===== config.mk =====
export PLATFORM = sky130hd
export DESIGN_NAME = tpe_divider
export DESIGN_NICKNAME = d
export VERILOG_FILES = /design/src/sv/tpe_pkg.sv /design/src/sv/tpe_divider.sv
export SDC_FILE = /design/constraint.sdc
export NUM_CORES = 1
export LEC_CHECK = 0
export ABC_AREA = 0
export BUFFER_PORTS_ARGS = -buffer_cell sky130_fd_sc_hd__buf_2
export CAP_MARGIN = 20
export CORE_MARGIN = 2
export CORE_UTILIZATION = 45
export DETAILED_ROUTE_END_ITERATION = 16
export HOLD_SLACK_MARGIN = 0.15
export PLACE_DENSITY = 0.68
export SLEW_MARGIN = 10
export SYNTH_ARGS = -nofsm -noshare
export SYNTH_HDL_FRONTEND = slang
export SYNTH_SLANG_ARGS = --single-unit

===== constraint.sdc =====
create_clock -name clk -period 7.9 [get_ports clk]
set_input_delay 2.37 -clock clk [delete_from_list [all_inputs] [get_ports clk]]
set_output_delay 2.37 -clock clk [all_outputs]
set_load 0.01 [all_outputs]

===== src/sv/tpe_pkg.sv =====
// shared types and constants for the tau_p period estimator
`default_nettype none
package tpe_pkg;
    localparam int unsigned PERIOD_WIDTH = 24;
    localparam int unsigned RATE_WIDTH   = 10;
    localparam logic [31:0] TWO_PI_Q28   = 32'h6487ED51;
    localparam logic [23:0] PERIOD_MAX   = 24'hFFFFFF;
    localparam logic [0:0]  REG_SAMPLE_RATE = 1'b0;

    typedef struct packed {
        logic        start;
        logic [63:0] num;
        logic [63:0] den;
    } tpe_div_req_t;
endpackage
`default_nettype wire


===== src/sv/tpe_divider.sv =====
// shared restoring divider, one quotient bit per cycle, 64/64 plus 32 fraction bits
`default_nettype none
module tpe_divider
    import tpe_pkg::*;
(
    input  wire logic         clk,
    input  wire logic         rst_n,
    input  wire tpe_div_req_t req,
    output logic              busy,
    output logic [95:0]       quot,
    output logic [63:0]       rem
);
    logic [6:0]   cnt_reg, cnt_next;
    logic [95:0]  q_reg, q_next;
    logic [64:0]  r_reg, r_next;
    logic [63:0]  d_reg;
    logic [64:0]  shifted;

    always_comb
    begin
        shifted  = {r_reg[63:0], q_reg[95]};
        q_next   = {q_reg[94:0], 1'b0};
        r_next   = shifted;
        cnt_next = cnt_reg;
        if (cnt_reg != 7'd0)
        begin
            cnt_next = cnt_reg - 7'd1;
            if (shifted >= {1'b0, d_reg})
            begin
                r_next    = shifted - {1'b0, d_reg};
                q_next[0] = 1'b1;
            end
        end
        else
        begin
            q_next = q_reg;
            r_next = r_reg;
        end
    end

    always_ff @(posedge clk or negedge rst_n)
    begin
        if (!rst_n)
            cnt_reg <= 7'd0;
        else if (req.start)
            cnt_reg <= 7'd96;
        else
            cnt_reg <= cnt_next;
    end

    always_ff @(posedge clk)
    begin
        if (req.start)
        begin
            q_reg <= {req.num, 32'd0};
            r_reg <= 65'd0;
            d_reg <= req.den;
        end
        else
        begin
            q_reg <= q_next;
            r_reg <= r_next;
        end
    end

    assign busy = (cnt_reg != 7'd0);
    assign quot = q_reg;
    assign rem  = r_reg[63:0];
endmodule
`default_nettype wire

# Word-level counts from Yosys, hierarchy flattened
# Cells that the tools add are included.
op_classes:
  n_addsub: 2
  magnitude_cmp: 1
  n_mux: 7
  reduce_logical: 2
op_table:
  columns: ["cell", "count"]
  rows:
  - ["96-bit 2-to-1 mux", 1]
  - ["95-bit 2-to-1 mux", 1]
  - ["65-bit by 64-bit >= comparator with 1-bit output", 1]
  - ["64-bit 2-to-1 mux", 1]
  - ["64-bit subtractor", 1]
  - ["7-bit 2-to-1 mux", 2]
  - ["7-bit nonzero test", 1]
  - ["7-bit by 1-bit subtractor with 7-bit output, second input constant", 1]
  - ["1-bit 2-to-1 mux", 2]
  - ["2-bit nonzero test", 1]
totals:
  ff_bits: 231
  out_inout_bits: 161
  wordCells: 17

# Longest topological paths before layout
logic_depth:
  ltp_word: 4
  ltp_mapped: 15
  depth_no_buf: 13

# Least setup slack after synthesis
# No wires, ideal clock.
synth_timing:
  path_kind: "input port to flip-flop"
  from: "input port req[128] in the netlist's numbering"
  to: "register q_reg[32], in the netlist quot[32], enable pin"
  arrival_time_ns: 4.324
  required_ns: 7.476
  setup_slack_ns: 3.153
  cell_stages: 4
  path_buffers: 2
  cell_sequence: "clkbuf_1 -> inv_1 -> clkbuf_1 -> nand2_1"
synth_between:
  elab_chain_len: 1
synth_lines:
  columns: ["element", "line", "rtl"]
  rows:
  - ["from (decl)", "tpe_divider.sv:8", "input wire tpe_div_req_t req,"]
  - ["2-bit nonzero test (no line)", null, null]
  - ["to (signal assigned)", "tpe_divider.sv:55", "q_reg <= {req.num, 32'd0};"]
  - ["to (signal assigned)", "tpe_divider.sv:61", "q_reg <= q_next;"]
  - ["to (decl)", "tpe_divider.sv:14", "logic [95:0] q_reg, q_next;"]
# No other way between the ends.
# A chain may end at the register's enable or synchronous reset.

# Worst setup path after layout
layout_timing:
  from: "register cnt_reg[0]"
  to: "output port busy"
layout_between:
  elab_chain_len: 1
layout_lines:
  columns: ["element", "line", "rtl"]
  rows:
  - ["from (decl)", "tpe_divider.sv:13", "logic [6:0] cnt_reg, cnt_next;"]
  - ["from (signal assigned)", "tpe_divider.sv:48", "cnt_reg <= cnt_next;"]
  - ["7-bit nonzero test", "tpe_divider.sv:66", "assign busy = (cnt_reg != 7'd0);"]
  - ["to (decl)", "tpe_divider.sv:9", "output logic busy,"]
# No other way between the ends.

==> metrics.md <==
| Metric | Value |
|---|---|
| Outcome | `complete, no violations` |
| Via count | `11.6k` |
| Minimum setup slack in the final design | `2.64 ns` |
| Routed Wire Length | `about 36000 um` |
| Post-synth EDFFs | `about 130` |
| TritonCTS clock tree | `yes` |
| RR Endpoint | `r_reg[53]` |
| Summed negative setup slack over all endpoints | `0 ns` |
| Startpoint of the worst hold path | `quot[4]` |
| Post-synth ARST share | `3.03%` |
| Fraction of layout instances using a drive strength above 1 | `a little over a fifth` |
| Num Clock Sinks | `231` |
| Power per cell area | `between 300 and 400 mW/mm^2` |
| Ordered cell list for the critical path | `inv_1, ha_1, nand2b_1, nor2_1, nand2_1, nor2_4, buf_4, inv_6, buf_2` |
| Area added between synthesis and finish | `19.1%` |
| Initial Util | `a little under half` |
| Hold-critical path endpoint | `quot[4]` |
| Top-Level Pins | `approximately 290` |
| Initial DRC count | `764` |
| Depth of the worst register-to-register path | `13` |
| Hold Path Cell Cnt | `2` |
| Warnings, synthesis | `0` |
| Max_slew headroom | `28.7%` |
| Synthesized flop and latch total | `around 230` |
| Die height | `175 um` |
| Clock transition at the registers of the reported paths | `about 0.060 ns` |
| Cell family contributing the most delay on the critical path | `buffers and inverters` |
| Period minus WS final | `between 5 and 6 ns` |
| Cts bufs inserted | `26` |
| Drt wl/cell | `between 15 and 20 um` |
| Final number of max-transition violations | `0` |
| CTS Hold Bufs | `0` |
| Antenna violations before repair | `6` |
| Post-CTS Setup Inserts | `0` |
| Port Buffer Count | `a little under 300` |
| Area of the mapped netlist | `between 0.01 and 0.015 mm^2` |
| Total chip power | `between 0.005 and 0.006 W` |
| Floorplan core area | `roughly 0.029 mm^2` |
| Global-route wire length before repair | `57900 um` |
| Worst slack at placement | `2.84 ns` |
| Post-Syn Area per Cell | `8.79 um^2` |
| Launch point of the worst reg-to-reg path | `d_reg[4]` |
| # Max-Cap Violations | `0` |
| Die boundary width | `~180 um` |
| Number of remaining DRC errors | `0` |
| Master cell of the clock root buffer | `clkbuf_16` |
| Vias in the first global route | `between 10k and 15k` |
| Number of fill cells | `~2.7k` |
| Crit-path max FO | `72` |
| Most used flip-flop cell after synthesis | `edfxtp_1` |
| Unrepaired setup endpoints after global routing | `false` |
| Worst min-delay path category | `flip-flop to flip-flop` |
| Data arrival, critical path | `~2.9 ns` |
| Total overflow reported by the global router | `0` |
| Global-route usage over all layers | `a little under a quarter` |
| Row count | `62` |
| Master of the slowest instance on the critical path | `buf_4` |
| Antenna-violating nets left | `0` |
| Detail Placement HPWL | `approximately 26000 um` |
| Sequential cell area | `0.00594 mm^2` |
| Detailed Routing Iterations Pass 1 | `5` |
| Endpoint required time on the critical path | `5.53 ns` |
| Final hold violation count | `0` |
| Critical Setup Path Class | `flip-flop to primary output` |
| Reported leakage power | `~7.3 nW` |
| Largest voltage drop on the vdd net | `0.186 mV` |
| Count of buffer and inverter cells on the critical path | `4` |
| Max reg flops | `96` |
| Critical path startpoint category | `flip-flop` |
| Die outline area | `between 0.03 and 0.04 mm^2` |
| Share of the clock period used by the worst path after layout | `roughly two thirds` |
| Number of levels the H-tree was split into | `1` |
| Syn_nets | `1695` |
| Cell count after synthesis | `~1.5k` |
| Detailed-route vias per instance | `roughly 5.4` |
| Final-report setup violation count | `0` |
| RD Place Congestion | `~0.89` |
| Distinct cells, synth | `77` |
| Fin nets | `approximately 1.9k` |
| Sequential share of the synthesized area | `a little under half` |
| Minimum setup slack among reg-to-reg paths | `between 3 and 4 ns` |
| Maximum frequency from static timing analysis | `around 190 MHz` |
| Most common cell after layout, fill and taps aside | `nand2_1` |
| Endpoint kind of the worst setup timing path | `primary output` |
| Number of gates resized after cts | `0` |
| Worst-Margin Slew | `1.07 ns` |
| Combined area of the multi-input logic cells | `between 0.006 and 0.007 mm^2` |
| Maximum number of pins on one net before global-route repair | `~120` |
| Leading cell types in the layout, fill and taps excluded | `295 x nand2_1, 290 x buf_2, 128 x edfxtp_1` |
| Insertion delay of the later-clocked pin in the worst-skew pair | `roughly 0.56 ns` |
| Worst clock skew on the final layout | `0.0221 ns` |
| Longest individual stage delay on the worst path | `between 0.7 and 0.8 ns` |
| Clk buf depth | `3` |
==> cell usage after synthesis (all sizes together), types with 19 or more instances <==
library cell / n / area [um^2]
clkbuf: 68 / 255
nor3: 32 / 160
xnor2: 29 / 254
dfxtp: 96 / 1920
a211oi: 46 / 370
nand4: 25 / 163
edfxtp: 128 / 3840
a21o: 35 / 263
inv: 82 / 308
o21ai: 116 / 584
buf: 26 / 151
nor2: 119 / 447
o211ai: 19 / 143
nand2: 296 / 1110
xor2: 23 / 201
ha: 65 / 813
a21oi: 105 / 529
==> per-stage QoR <==
| stage | instances | instance area (um^2) | util [%] | hold slack (ns) |
|---|---|---|---|---|
| 2_1_floorplan | 1498 | 13200 | - | 0.446 |
| 3_3_place_gp | 2087 | 14800 | 51.4 | 0.455 |
| 3_5_place_dp | 2087 | 14800 | 51.4 | 0.460 |
| 4_1_cts | 2135 | 15700 | 54.5 | 0.470 |
| 5_1_grt | 2136 | 15700 | 54.5 | 0.487 |
| 6_report | 2139 | 15700 | 54.5 | 0.471 |
==> layer usage <==
metal | vias to the layer above | routed length, um | GRT usage (%)
li1 | 5805 | - | -
met1 | 5349 | 15800 | 29.8
met2 | 344 | 16800 | 38.5
met3 | 53 | 2860 | 6.29
met4 | 4 | 691 | 5.00
met5 | - | 24 | 0
==> cells by family (layout without fill, tap and decap cells) <==
logic type | count (synthesis) | count (layout) | share of synthesized area (%)
flops | 231 | 231 | 45.1
mux | 11 | 11 | 0.874
buf+inv | 176 | 429 | 5.42
other cells | 0 | 4 | 0
fa+ha+maj | 66 | 66 | 6.33
xor+xnor | 52 | 52 | 3.46
compound gates | 419 | 419 | 20.9
simple gates | 543 | 543 | 17.9
==> worst min-delay path, stage by stage, from the launching register on <==
cell and delay (ns):
dfxtp_1 0.32, nand2_1 0.06, a21oi_1 0.05
==> final cells by class <==
cell class | instances | share of cell area (%)
multi-input cells | 1091 | 41.7
flip-flops and latches | 231 | 37.9
repair buffers | 299 | 9.72
clock buffers | 32 | 4.29
well taps | 384 | 3.06
inverters | 82 | 1.99
clock inverters | 16 | 1.34
diodes | 4 | 0.0638
==> power by group <==
group          internal [W]  switching, W  leakage (nW)  total (W)
clock              0.000741      0.000514         0.424    0.00125
sequential          0.00149      0.000204          2.20    0.00170
combinational      0.000972       0.00142          4.68    0.00239
==> worst max-delay path by stage <==
stage	to	depth (start not counted)	start
global placement	quot[60]	4	req[128]
detailed placement	quot[66]	4	req[128]
finish	busy	9	cnt_reg[0]
CTS	busy	9	cnt_reg[0]
floorplan	quot[32]	4	req[128]
global route	busy	9	cnt_reg[0]
(Power assumes the default switching activity.)
